[src/rtl/core/rtt_pkg.sv]
// shared types, constants and codes for the retransmit timer table
package rtt_pkg;

	localparam int TABLE_DEPTH = 16;
	localparam int IDX_W       = $clog2(TABLE_DEPTH);
	localparam int CNT_W       = $clog2(TABLE_DEPTH + 1);
	localparam int KEY_W       = 32;
	localparam int TIME_W      = 32;
	localparam int ENTRY_W     = KEY_W + TIME_W;
	localparam int SLOT_W      = 4;

	localparam logic [TIME_W-1:0] TIMEOUT_RESET = 32'd1000;

	typedef enum logic [1:0] {
		OP_ADD   = 2'd0,
		OP_START = 2'd1,
		OP_STOP  = 2'd2,
		OP_QUERY = 2'd3
	} op_t;

	typedef enum logic [1:0] {
		ST_OK        = 2'd0,
		ST_NOT_FOUND = 2'd1,
		ST_FULL      = 2'd2
	} status_t;

	typedef enum logic [1:0] {
		S_IDLE,
		S_SCAN,
		S_ACT,
		S_DONE
	} state_t;

	typedef struct packed {
		op_t               opcode;
		logic [KEY_W-1:0]  key;
		logic [TIME_W-1:0] now_time;
	} req_t;

	typedef struct packed {
		status_t           status;
		logic              expired;
		logic [SLOT_W-1:0] slot;
	} rsp_t;

endpackage

[src/rtl/core/rtt_ram.sv]
// generic single write port ram with registered read
module rtt_ram #(
	parameter int WIDTH = 8,
	parameter int DEPTH = 16
) (
	input  logic                     clk,
	input  logic                     we,
	input  logic [$clog2(DEPTH)-1:0] waddr,
	input  logic [WIDTH-1:0]         wdata,
	input  logic [$clog2(DEPTH)-1:0] raddr,
	output logic [WIDTH-1:0]         rdata
);

	logic [WIDTH-1:0] mem_q [DEPTH];

	always_ff @(posedge clk) begin
		if (we) begin
			mem_q[waddr] <= wdata;
		end
		rdata <= mem_q[raddr];
	end

endmodule

[src/rtl/core/rtt_ctrl.sv]
// sequencer that scans the key/stamp store one entry per cycle and applies each request
module rtt_ctrl (
	input  logic                       clk,
	input  logic                       arst_n,
	input  logic                       req_valid,
	output logic                       req_ready,
	input  rtt_pkg::req_t              req,
	input  logic [rtt_pkg::TIME_W-1:0] timeout,
	output logic                       res_valid,
	input  logic                       res_ready,
	output rtt_pkg::rsp_t              res
);

	rtt_pkg::state_t state_q, state_d;

	rtt_pkg::op_t                 op_q;
	logic [rtt_pkg::KEY_W-1:0]    key_q;
	logic [rtt_pkg::TIME_W-1:0]   now_q;
	logic [rtt_pkg::TIME_W-1:0]   stamp_q;
	logic [rtt_pkg::CNT_W-1:0]    cnt_q;
	logic [rtt_pkg::CNT_W-1:0]    idx_q;
	logic                         rd_vld_s1;
	logic [rtt_pkg::IDX_W-1:0]    rd_idx_s1;
	logic [rtt_pkg::IDX_W-1:0]    hit_q;
	logic [rtt_pkg::TABLE_DEPTH-1:0] running_q;
	rtt_pkg::rsp_t                res_q;

	logic                         we;
	logic [rtt_pkg::IDX_W-1:0]    waddr;
	logic [rtt_pkg::ENTRY_W-1:0]  wdata;
	logic [rtt_pkg::ENTRY_W-1:0]  rdata;

	logic                         full;
	logic                         accept;
	logic                         add_ok;
	logic                         scan_hit;
	logic                         scan_miss;
	logic                         issue;
	logic [rtt_pkg::TIME_W-1:0]   elapsed;

	rtt_ram #(
		.WIDTH(rtt_pkg::ENTRY_W),
		.DEPTH(rtt_pkg::TABLE_DEPTH)
	) u_entry_ram (
		.clk  (clk),
		.we   (we),
		.waddr(waddr),
		.wdata(wdata),
		.raddr(idx_q[rtt_pkg::IDX_W-1:0]),
		.rdata(rdata)
	);

	assign full      = (cnt_q == rtt_pkg::CNT_W'(rtt_pkg::TABLE_DEPTH));
	assign scan_hit  = rd_vld_s1 && (rdata[rtt_pkg::TIME_W +: rtt_pkg::KEY_W] == key_q);
	assign scan_miss = !rd_vld_s1 && (idx_q == cnt_q);
	assign issue     = (idx_q < cnt_q);
	assign elapsed   = now_q - stamp_q;
	assign res       = res_q;

	always_comb begin
		state_d   = state_q;
		req_ready = 1'b0;
		res_valid = 1'b0;
		accept    = 1'b0;
		add_ok    = 1'b0;
		we        = 1'b0;
		waddr     = hit_q;
		wdata     = {key_q, now_q};
		case (state_q)
			rtt_pkg::S_IDLE: begin
				req_ready = 1'b1;
				accept    = req_valid;
				waddr     = cnt_q[rtt_pkg::IDX_W-1:0];
				wdata     = {req.key, req.now_time};
				if (req_valid) begin
					if (req.opcode == rtt_pkg::OP_ADD) begin
						add_ok  = !full;
						we      = !full;
						state_d = rtt_pkg::S_DONE;
					end else begin
						state_d = rtt_pkg::S_SCAN;
					end
				end
			end
			rtt_pkg::S_SCAN: begin
				if (scan_hit) begin
					state_d = rtt_pkg::S_ACT;
				end else if (scan_miss) begin
					state_d = rtt_pkg::S_DONE;
				end
			end
			rtt_pkg::S_ACT: begin
				we      = (op_q == rtt_pkg::OP_START);
				state_d = rtt_pkg::S_DONE;
			end
			rtt_pkg::S_DONE: begin
				res_valid = 1'b1;
				if (res_ready) begin
					state_d = rtt_pkg::S_IDLE;
				end
			end
			default: begin
				state_d = rtt_pkg::S_IDLE;
			end
		endcase
	end

	always_ff @(posedge clk or negedge arst_n) begin
		if (!arst_n) begin
			state_q <= rtt_pkg::S_IDLE;
		end else begin
			state_q <= state_d;
		end
	end

	// control state
	always_ff @(posedge clk or negedge arst_n) begin
		if (!arst_n) begin
			cnt_q     <= '0;
			idx_q     <= '0;
			rd_vld_s1 <= 1'b0;
			running_q <= '0;
		end else begin
			if (accept) begin
				idx_q     <= '0;
				rd_vld_s1 <= 1'b0;
			end else if (state_q == rtt_pkg::S_SCAN) begin
				rd_vld_s1 <= issue && !scan_hit;
				if (issue && !scan_hit) begin
					idx_q <= idx_q + rtt_pkg::CNT_W'(1);
				end
			end
			if (add_ok) begin
				cnt_q                                 <= cnt_q + rtt_pkg::CNT_W'(1);
				running_q[cnt_q[rtt_pkg::IDX_W-1:0]] <= 1'b0;
			end
			if (state_q == rtt_pkg::S_ACT) begin
				if (op_q == rtt_pkg::OP_START) begin
					running_q[hit_q] <= 1'b1;
				end else if (op_q == rtt_pkg::OP_STOP) begin
					running_q[hit_q] <= 1'b0;
				end
			end
		end
	end

	// payload
	always_ff @(posedge clk) begin
		if (accept) begin
			op_q  <= req.opcode;
			key_q <= req.key;
			now_q <= req.now_time;
			if (req.opcode == rtt_pkg::OP_ADD) begin
				res_q.expired <= 1'b0;
				if (full) begin
					res_q.status <= rtt_pkg::ST_FULL;
					res_q.slot   <= '0;
				end else begin
					res_q.status <= rtt_pkg::ST_OK;
					res_q.slot   <= rtt_pkg::SLOT_W'(cnt_q[rtt_pkg::IDX_W-1:0]);
				end
			end
		end
		if (state_q == rtt_pkg::S_SCAN) begin
			rd_idx_s1 <= idx_q[rtt_pkg::IDX_W-1:0];
			if (scan_hit) begin
				hit_q   <= rd_idx_s1;
				stamp_q <= rdata[rtt_pkg::TIME_W-1:0];
			end else if (scan_miss) begin
				res_q.status  <= rtt_pkg::ST_NOT_FOUND;
				res_q.expired <= 1'b0;
				res_q.slot    <= '0;
			end
		end
		if (state_q == rtt_pkg::S_ACT) begin
			res_q.status  <= rtt_pkg::ST_OK;
			res_q.slot    <= rtt_pkg::SLOT_W'(hit_q);
			res_q.expired <= (op_q == rtt_pkg::OP_QUERY) && running_q[hit_q]
				&& (elapsed > timeout);
		end
	end

endmodule

[src/rtl/core/retransmit_timer_table.sv]
// retransmit timer table: timeout register, sequencer and output register
// add: ram written as the request is taken; response offered from the done state
// start/stop/query: the scan state reads one entry per cycle through the ram read port until
// a key hit or the fill count is reached; a hit passes through the act state to the done state
// one request at a time; the next is taken once the response reaches the output register
// reset clears fill count and running flags, timeout returns to 1000; no clearing pass
module retransmit_timer_table (
	input  logic                       clk,
	input  logic                       arst_n,
	input  logic                       req_valid,
	output logic                       req_ready,
	input  rtt_pkg::req_t              req,
	output logic                       rsp_valid,
	input  logic                       rsp_ready,
	output rtt_pkg::rsp_t              rsp,
	input  logic                       cfg_valid,
	output logic                       cfg_ready,
	input  logic [rtt_pkg::TIME_W-1:0] cfg_data
);

	logic [rtt_pkg::TIME_W-1:0] timeout_q;
	logic                       rsp_valid_q;
	rtt_pkg::rsp_t              rsp_q;
	logic                       res_valid;
	logic                       res_ready;
	rtt_pkg::rsp_t              res;

	assign cfg_ready = 1'b1;
	assign res_ready = !rsp_valid_q || rsp_ready;
	assign rsp_valid = rsp_valid_q;
	assign rsp       = rsp_q;

	rtt_ctrl u_ctrl (
		.clk      (clk),
		.arst_n   (arst_n),
		.req_valid(req_valid),
		.req_ready(req_ready),
		.req      (req),
		.timeout  (timeout_q),
		.res_valid(res_valid),
		.res_ready(res_ready),
		.res      (res)
	);

	always_ff @(posedge clk or negedge arst_n) begin
		if (!arst_n) begin
			timeout_q   <= rtt_pkg::TIMEOUT_RESET;
			rsp_valid_q <= 1'b0;
		end else begin
			if (cfg_valid) begin
				timeout_q <= cfg_data;
			end
			if (res_valid && res_ready) begin
				rsp_valid_q <= 1'b1;
			end else if (rsp_ready) begin
				rsp_valid_q <= 1'b0;
			end
		end
	end

	// output register payload
	always_ff @(posedge clk) begin
		if (res_valid && res_ready) begin
			rsp_q <= res;
		end
	end

endmodule

[config.mk]
export PLATFORM = sky130hd
export DESIGN_NAME = retransmit_timer_table
export DESIGN_NICKNAME = d
export VERILOG_FILES = /design/src/rtl/core/rtt_pkg.sv /design/src/rtl/core/rtt_ram.sv /design/src/rtl/core/rtt_ctrl.sv /design/src/rtl/core/retransmit_timer_table.sv
export SDC_FILE = /design/constraint.sdc
export NUM_CORES = 1
export LEC_CHECK = 0
export BUFFER_PORTS_ARGS = -buffer_cell sky130_fd_sc_hd__clkbuf_2
export CAP_MARGIN = 20
export CORE_MARGIN = 2
export CORE_UTILIZATION = 58
export CTS_BUF_LIST = sky130_fd_sc_hd__clkbuf_8
export DETAILED_ROUTE_END_ITERATION = 12
export HOLD_SLACK_MARGIN = 0.05
export PLACE_DENSITY = 0.79
export SYNTH_ARGS = -nofsm -noshare
export SYNTH_HDL_FRONTEND = slang
export SYNTH_SLANG_ARGS = --single-unit
export TNS_END_PERCENT = 20
[constraint.sdc]
create_clock -name clk -period 18.15 [get_ports clk]
set_clock_uncertainty 0.1 [all_clocks]
set_input_delay 1.815 -clock clk [delete_from_list [all_inputs] [get_ports clk]]
set_output_delay 1.815 -clock clk [all_outputs]
set_load 0.02 [all_outputs]
* After elaboration in Yosys (flattened, before gate mapping)
Memory sizes are Yosys's and may differ from the RTL's. A register that Yosys moved wholly into a read port is not among the register bits.
Index checks and enable logic that the tools add are counted.
** Operators by class
- $add $sub $neg :: 3
- Multipliers :: 0
- Divide/modulo/power cells :: 0
- Magnitude comparators :: 6
- Equal/unequal tests :: 12
- Shifts and indexed selects :: 0
- Multiplexer cells :: 42
- Bitwise operators :: 5
- Reductions and logical operators :: 21
** Operators by type and width (number)
- two-way mux 16 bit :: 4
- two-way mux 64 bit :: 1
- two-way mux 7 bit :: 5
- bitwise AND 16 bit :: 2
- == test 32 bit :: 1
- greater-than comparator 32 bit :: 1
- inverter 16 bit :: 2
- subtractor 32 bit :: 1
- two-way mux 5 bit :: 4
- OR 16 bit :: 1
- two-way mux 1 bit :: 15
- two-way mux 2 bit :: 6
- adder 5 x 1 -> 5 bit, second input constant :: 2
- < comparator 4 x 5 -> 1 bit, second input constant :: 2
- demux 1 bit (select 4 bit) :: 2
- == test 2 bit, second input constant :: 4
- greater-or-equal comparator 4 x 1 -> 1 bit, second input constant :: 2
- logical AND 1 bit :: 8
- two-way mux 4 bit :: 2
- one-hot mux 2 bit (4 select lines) :: 1
- nonzero test 2 bit :: 3
- == test 5 bit :: 1
- == test 5 bit, second input constant :: 1
- < comparator 5 bit :: 1
- 10 further kinds :: 17
** Storage, ports and cells
- Register bits :: 182
- Latch bits :: 0
- Bits in writable memories :: 1024
- Bits in read-only memories :: 0
- Output and inout bits :: 10
- Word-level logic and storage cells :: 109
- Memories kept :: 1
** Memory list
- u_ctrl.u_entry_ram.mem_q :: words 16, width 64, read ports 1, clocked after memory_dff 1, write ports 1, line rtt_ram.sv:14 : logic [WIDTH-1:0] mem_q [DEPTH];

* Logic depth before layout (Yosys ltp)
- Depth in word-level cells :: 11
- Mapped depth :: 19
- Gate-level depth less buffers :: 19

* Cells and area by module
Synthesis repeated with hierarchy kept, for this count alone.
** Unflattened totals
- Cells, all modules :: 2603
- Area total of the unflattened synthesis :: 50460.9 um2
** Modules (own cells, without submodules)
- rtt_ram :: times used 1, cells each 1647, area an instance 39581.7 um2, seq. area each 32030.7 um2
- rtt_ctrl :: times used 1, cells each 875, area an instance 9261.4 um2, seq. area each 4048.9 um2
- retransmit_timer_table :: times used 1, cells each 81, area an instance 1617.8 um2, seq. area each 1043.5 um2

* Worst setup path after synthesis
No wires, ideal clock.
- Kind :: in2reg
- Start :: input port req_valid
- End :: memory u_ctrl.u_entry_ram.mem_q[12][0] (netlist bit) (enable)
- Arrival :: 6.923 ns
- Slack :: 10.640 ns
- Stages :: 8
- Buffers on the path :: 0
- Path through :: nand2_1 > inv_1 > nand2_2 > a31oi_1 > nor2b_1 > nor2b_1 > nand2_1 > nor2_1
** On the way
- Cells in the longest elaborated chain, start to end :: 4
** Ends and longest elaborated chain
- from (decl) :: line retransmit_timer_table.sv:10 : input logic req_valid,
- two-way mux 1 bit :: line rtt_ctrl.sv:75 : if (req_valid) begin
- one-hot mux 1 bit (2 select lines) :: line rtt_ctrl.sv:69 : case (state_q)
- two-way mux 1 bit :: line rtt_ram.sv:17 : if (we) begin
- two-way mux 1 bit (not written as such) :: line rtt_ram.sv:18 : mem_q[waddr] <= wdata;
- to (decl) :: line rtt_ram.sv:14
Every way passes these cells.

* Worst setup path in the final report
- Start :: register u_ctrl.state_q[0]
- End :: memory u_ctrl.u_entry_ram.mem_q[8][16] (netlist bit) (enable)
** On the way
- Cells in the longest elaborated chain, start to end :: 4
- Elaborated cells on any way between the ends :: 6
- Those cells by class :: eq/ne (1); mux (4); reduce/logical (1)
** Ends and longest elaborated chain
- from (decl) :: line rtt_ctrl.sv:14 : rtt_pkg::state_t state_q, state_d;
- from (signal assigned) :: line rtt_ctrl.sv:110 : state_q <= rtt_pkg::S_IDLE;
- from (signal assigned) :: line rtt_ctrl.sv:112 : state_q <= state_d;
- == test 2 bit / logical NOT 2 bit (equally long branches) :: line rtt_ctrl.sv:69
- one-hot mux 1 bit (2 select lines) :: line rtt_ctrl.sv:69
- two-way mux 1 bit :: line rtt_ram.sv:17
- two-way mux 1 bit (not written as such) :: line rtt_ram.sv:18
Several ways; a longest one is shown, not always the timed one.

==> results_dict.tcl <==
set metrics [dict create \
    outcome "finished, final reports clean" \
    setup_viol 0 \
    min_path_cells 0 \
    gp_routability_congestion 0.8660 \
    r2r_cells 11 \
    clockBufferDepth 3 \
    slew_headroom_pct 24.63 \
    synthFlopType "edfxtp_1" \
    syn_nets 2637 \
    dp_slack_ns 12.14 \
    die_x_um 298.0 \
    ctsResizeCount 0 \
    totalWireLength_mm 105.1 \
    peakVddDrop_mv 0.08583 \
    ys_seq_area_share_pct 74.04 \
    ctsHoldBuffers 0 \
    clock_latency_ns 0.88 \
    grt_usage_pct 24.10 \
    cts_setup_buffers 0 \
    r2r_start "u_ctrl.state_q[0]" \
    p_switching_uw 1104 \
    layout-area-overhead-vs-synth_pct 10.96 \
    synth.top_cell.area_share_pct 68.10 \
    synth_seq_cells 1270 \
    r2r-end "u_ctrl.u_entry_ram.mem_q[8][16]" \
    fin_nets 2861 \
    crit_chain "inv_1, ha_4, nand2_1, clkinv_2, nand2_2, a31oi_1, nor2b_1, nor2b_1, nand2_1, nor2_4, buf_4" \
    tightest_slew_ns 1.131 \
    synth-async-reset-ratio_pct 4.882 \
    rows 107 \
    drc 0 \
    synthCells 2456 \
    initial_core_util_pct 58.70 \
    worstPathArrival_ns 5.66 \
    min_from "u_ctrl.u_entry_ram.rdata[29]" \
    cts.sinks 1270 \
    tritoncts "built" \
    via_per_inst 6.186 \
    pwr-share-clk_pct 40.4 \
    grt_pass1_vias 25860 \
    layout_setup_ws_ns 12.86 \
    rrSetupSlack_ns 12.86 \
    dieArea_mm2 0.08881 \
    synth_area_leaders "edfxtp_1 (68%), mux4_2 (15%), dfxtp_1 (2.8%)" \
    setup_tns_ns 0 \
    synth.cell_area_mm2 0.05014 \
    p_int_uw 4250 \
    worstHoldEndpoint "u_ctrl.stamp_q[29]" \
    wl_per_cell_um 26.35 \
    endpoint_kind "flop" \
    synth_edf_count 1137 \
    vias 24670 \
    drive_above_1_share_pct 28.71 \
    grt_pass1_wl_mm 159.1 \
    finalHoldViolCount 0 \
    dr.pass1.iters 8 \
    cts_max_level 4 \
    rsz0062_at_grt "no" \
    hold_path_class "flop to flop" \
    slew_violations 0 \
    avgSynthCellArea_um2 20.41 \
    p_seq_share_pct 58.8 \
    drt_iter0_drc 2764 \
    finalCritPeriodShare_pct 29.17 \
    critPathKind "flop to flop" \
    sw_frac_of_total_pct 20.63 \
    pwr-share-comb_pct 0.8 \
    required_ns 18.52 \
    power_density_mw_per_mm2 96.24 \
    power_leakage_uw 0.01889 \
    grt-ovfl-total 0 \
    slowest_stage "buf_4" \
    grt_start_max_net_pins 156 \
    clk_transition_reported_paths_ns 0.06 \
    place_hpwl_mm 62.53 \
    ant_nets 0 \
    yosysTopAreaCell "edfxtp_1" \
    cts_root_buf "clkbuf_8" \
    worstPathMaxFanout 44 \
    pin_count 113 \
    period_minus_slack_ns 5.294 \
    cts_made_buffers 188 \
    setup.worst_path.start_class "flop" \
    cap_violations 0 \
    antenna_found_initial 2 \
    core_region_area_mm2 0.08541 \
    yosysWarnings 0 \
    ys_types 69 \
    max_stage_delay_ns 0.80 \
    die_y_um 298.0 \
    fmax_mhz 188.9 \
    numPortBuffers 111 \
]
## sequential cells by signal (all words and copies together), names as in the netlist
| register | flops |
|---|---|
| rsp_valid | 1 |
| u_ctrl.op_q | 2 |
| u_ctrl.hit_q | 4 |
| u_ctrl.idx_q | 5 |
| u_ctrl.running_q | 16 |
| u_ctrl.key_q | 32 |
| u_ctrl.rd_vld_s1 | 1 |
| u_ctrl.u_entry_ram.rdata | 64 |
| u_ctrl.rd_idx_s1 | 4 |
| u_ctrl.stamp_q | 32 |
| rsp | 7 |
| u_ctrl.now_q | 32 |
| u_ctrl.state_q | 2 |
| u_ctrl.cnt_q | 5 |
| u_ctrl.res | 7 |
| u_ctrl.u_entry_ram.mem_q | 1024 |
| timeout_q | 32 |
## worst max-delay path: cells and delay by family (launching register included)
family          cells  cell delay [ns]
fa+ha+maj           1             0.54
simple gates        6             2.02
compound gates      1             0.27
buf+inv             3             1.52
flops               1             0.40
## worst max path at each step
stage / end / startpoint / cells past startpoint
global route: u_ctrl.u_entry_ram.mem_q[8][16] / u_ctrl.state_q[0] / 11
finish: u_ctrl.u_entry_ram.mem_q[8][16] / u_ctrl.state_q[0] / 11
CTS: u_ctrl.u_entry_ram.mem_q[8][9] / u_ctrl.state_q[0] / 11
detailed placement: u_ctrl.u_entry_ram.mem_q[12][22] / req_valid / 10
floorplan: u_ctrl.u_entry_ram.mem_q[12][0] / req_valid / 8
global placement: u_ctrl.u_entry_ram.mem_q[7][44] / req_valid / 10
## kinds of logic after synthesis
family / count (synthesis) / share of synthesized area, %
mux: 397 / 16.20
fa+ha+maj: 78 / 1.962
flops: 1270 / 74.04
xor+xnor: 62 / 1.083
simple gates: 262 / 2.503
compound gates: 197 / 2.673
buf+inv: 189 / 1.527
other cells: 1 / 0.007480
## per-layer routing
layer  share of wire [%]  wire length [um]  GRT usage (%)  up-vias
met1                  40             42070          33.56    12910
met4                 1.9              1959          6.473        0
met3                 7.4              7756          4.164      148
met2                  51             53290          40.02     1095
li1                    -                 -              -    10520
met5                   0                 0              0        -
## cells in the final DEF (no fill, tap or decap), types with 17 or more instances in the layout
cell type     n
a21o_1       22
dfxtp_1      71
dfrtp_1      52
edfxtp_1   1137
nand2_1      87
mux4_2      325
xor2_1       39
mux2_2       66
clkbuf_8    203
a32o_1       17
clkinv_1     26
clkinv_2     17
inv_1       168
buf_4        30
a21oi_1      37
xnor2_1      23
nor2_1       43
clkbuf_2    111
nand4_1      18
o21ai_0      53
nand3_1      26
ha_1         76
## stage by stage
stage	utilization [%]	cells	area, um^2	hold slack, ns	power, uW
floorplan	-	2456	50140	0.2855	3229
CTS	65.12	3985	55620	0.3037	5393
global placement	60.94	3633	52050	0.2881	3252
detailed placement	60.94	3633	52050	0.2887	3254
finish	65.13	3988	55630	0.3040	5354
global route	65.13	3987	55630	0.3107	5516
## cells in the mapped netlist (2+ instances only)
library cell / number
mux2i_1: 6
a32o_1: 17
o21ai_0: 53
a211oi_1: 5
nor4_1: 13
o211ai_1: 4
xnor2_1: 23
a21oi_1: 37
o221ai_1: 2
mux2_2: 66
o22ai_1: 3
nand3_1: 26
mux4_2: 325
dfstp_2: 6
o21a_1: 10
nor2_1: 59
a21boi_0: 3
ha_1: 77
o21ba_2: 2
nand2b_1: 11
buf_1: 6
a22o_1: 4
and3_1: 7
clkbuf_1: 63
or2_2: 3
buf_4: 3
dfrtp_1: 56
nand3b_1: 4
dfxtp_1: 71
and2_1: 5
o21bai_1: 3
nand2_1: 87
or4_1: 2
inv_1: 81
a21o_1: 22
o31ai_1: 2
nor2b_1: 10
nor3_1: 8
buf_2: 36
a221o_1: 2
edfxtp_1: 1137
nand4_1: 18
xor2_1: 39
a31oi_1: 13
o311ai_0: 2
## power groups by stage
stage	registers [uW]	clock network, uW	logic [uW]
6_report	3150	2160	43.2
5_1_grt	3150	2320	48.6
4_1_cts	3150	2200	44.1
3_5_place_dp	3210	0	43.5
3_3_place_gp	3210	0	41.2
2_1_floorplan	3210	0	18.7
## layout make-up
cell class | instances | area (um^2)
Tap cell | 1144 | 1431
Timing Repair Buffer | 142 | 800.8
Sequential cell | 1270 | 37140
Clock buffer | 203 | 2794
Clock inverter | 149 | 777.0
Multi-Input combinational cell | 997 | 12380
Fill cell | 5417 | 29780
Antenna cell | 2 | 5.005
Inverter | 81 | 305.3
Note: power is estimated with default switching activity, not from simulation.
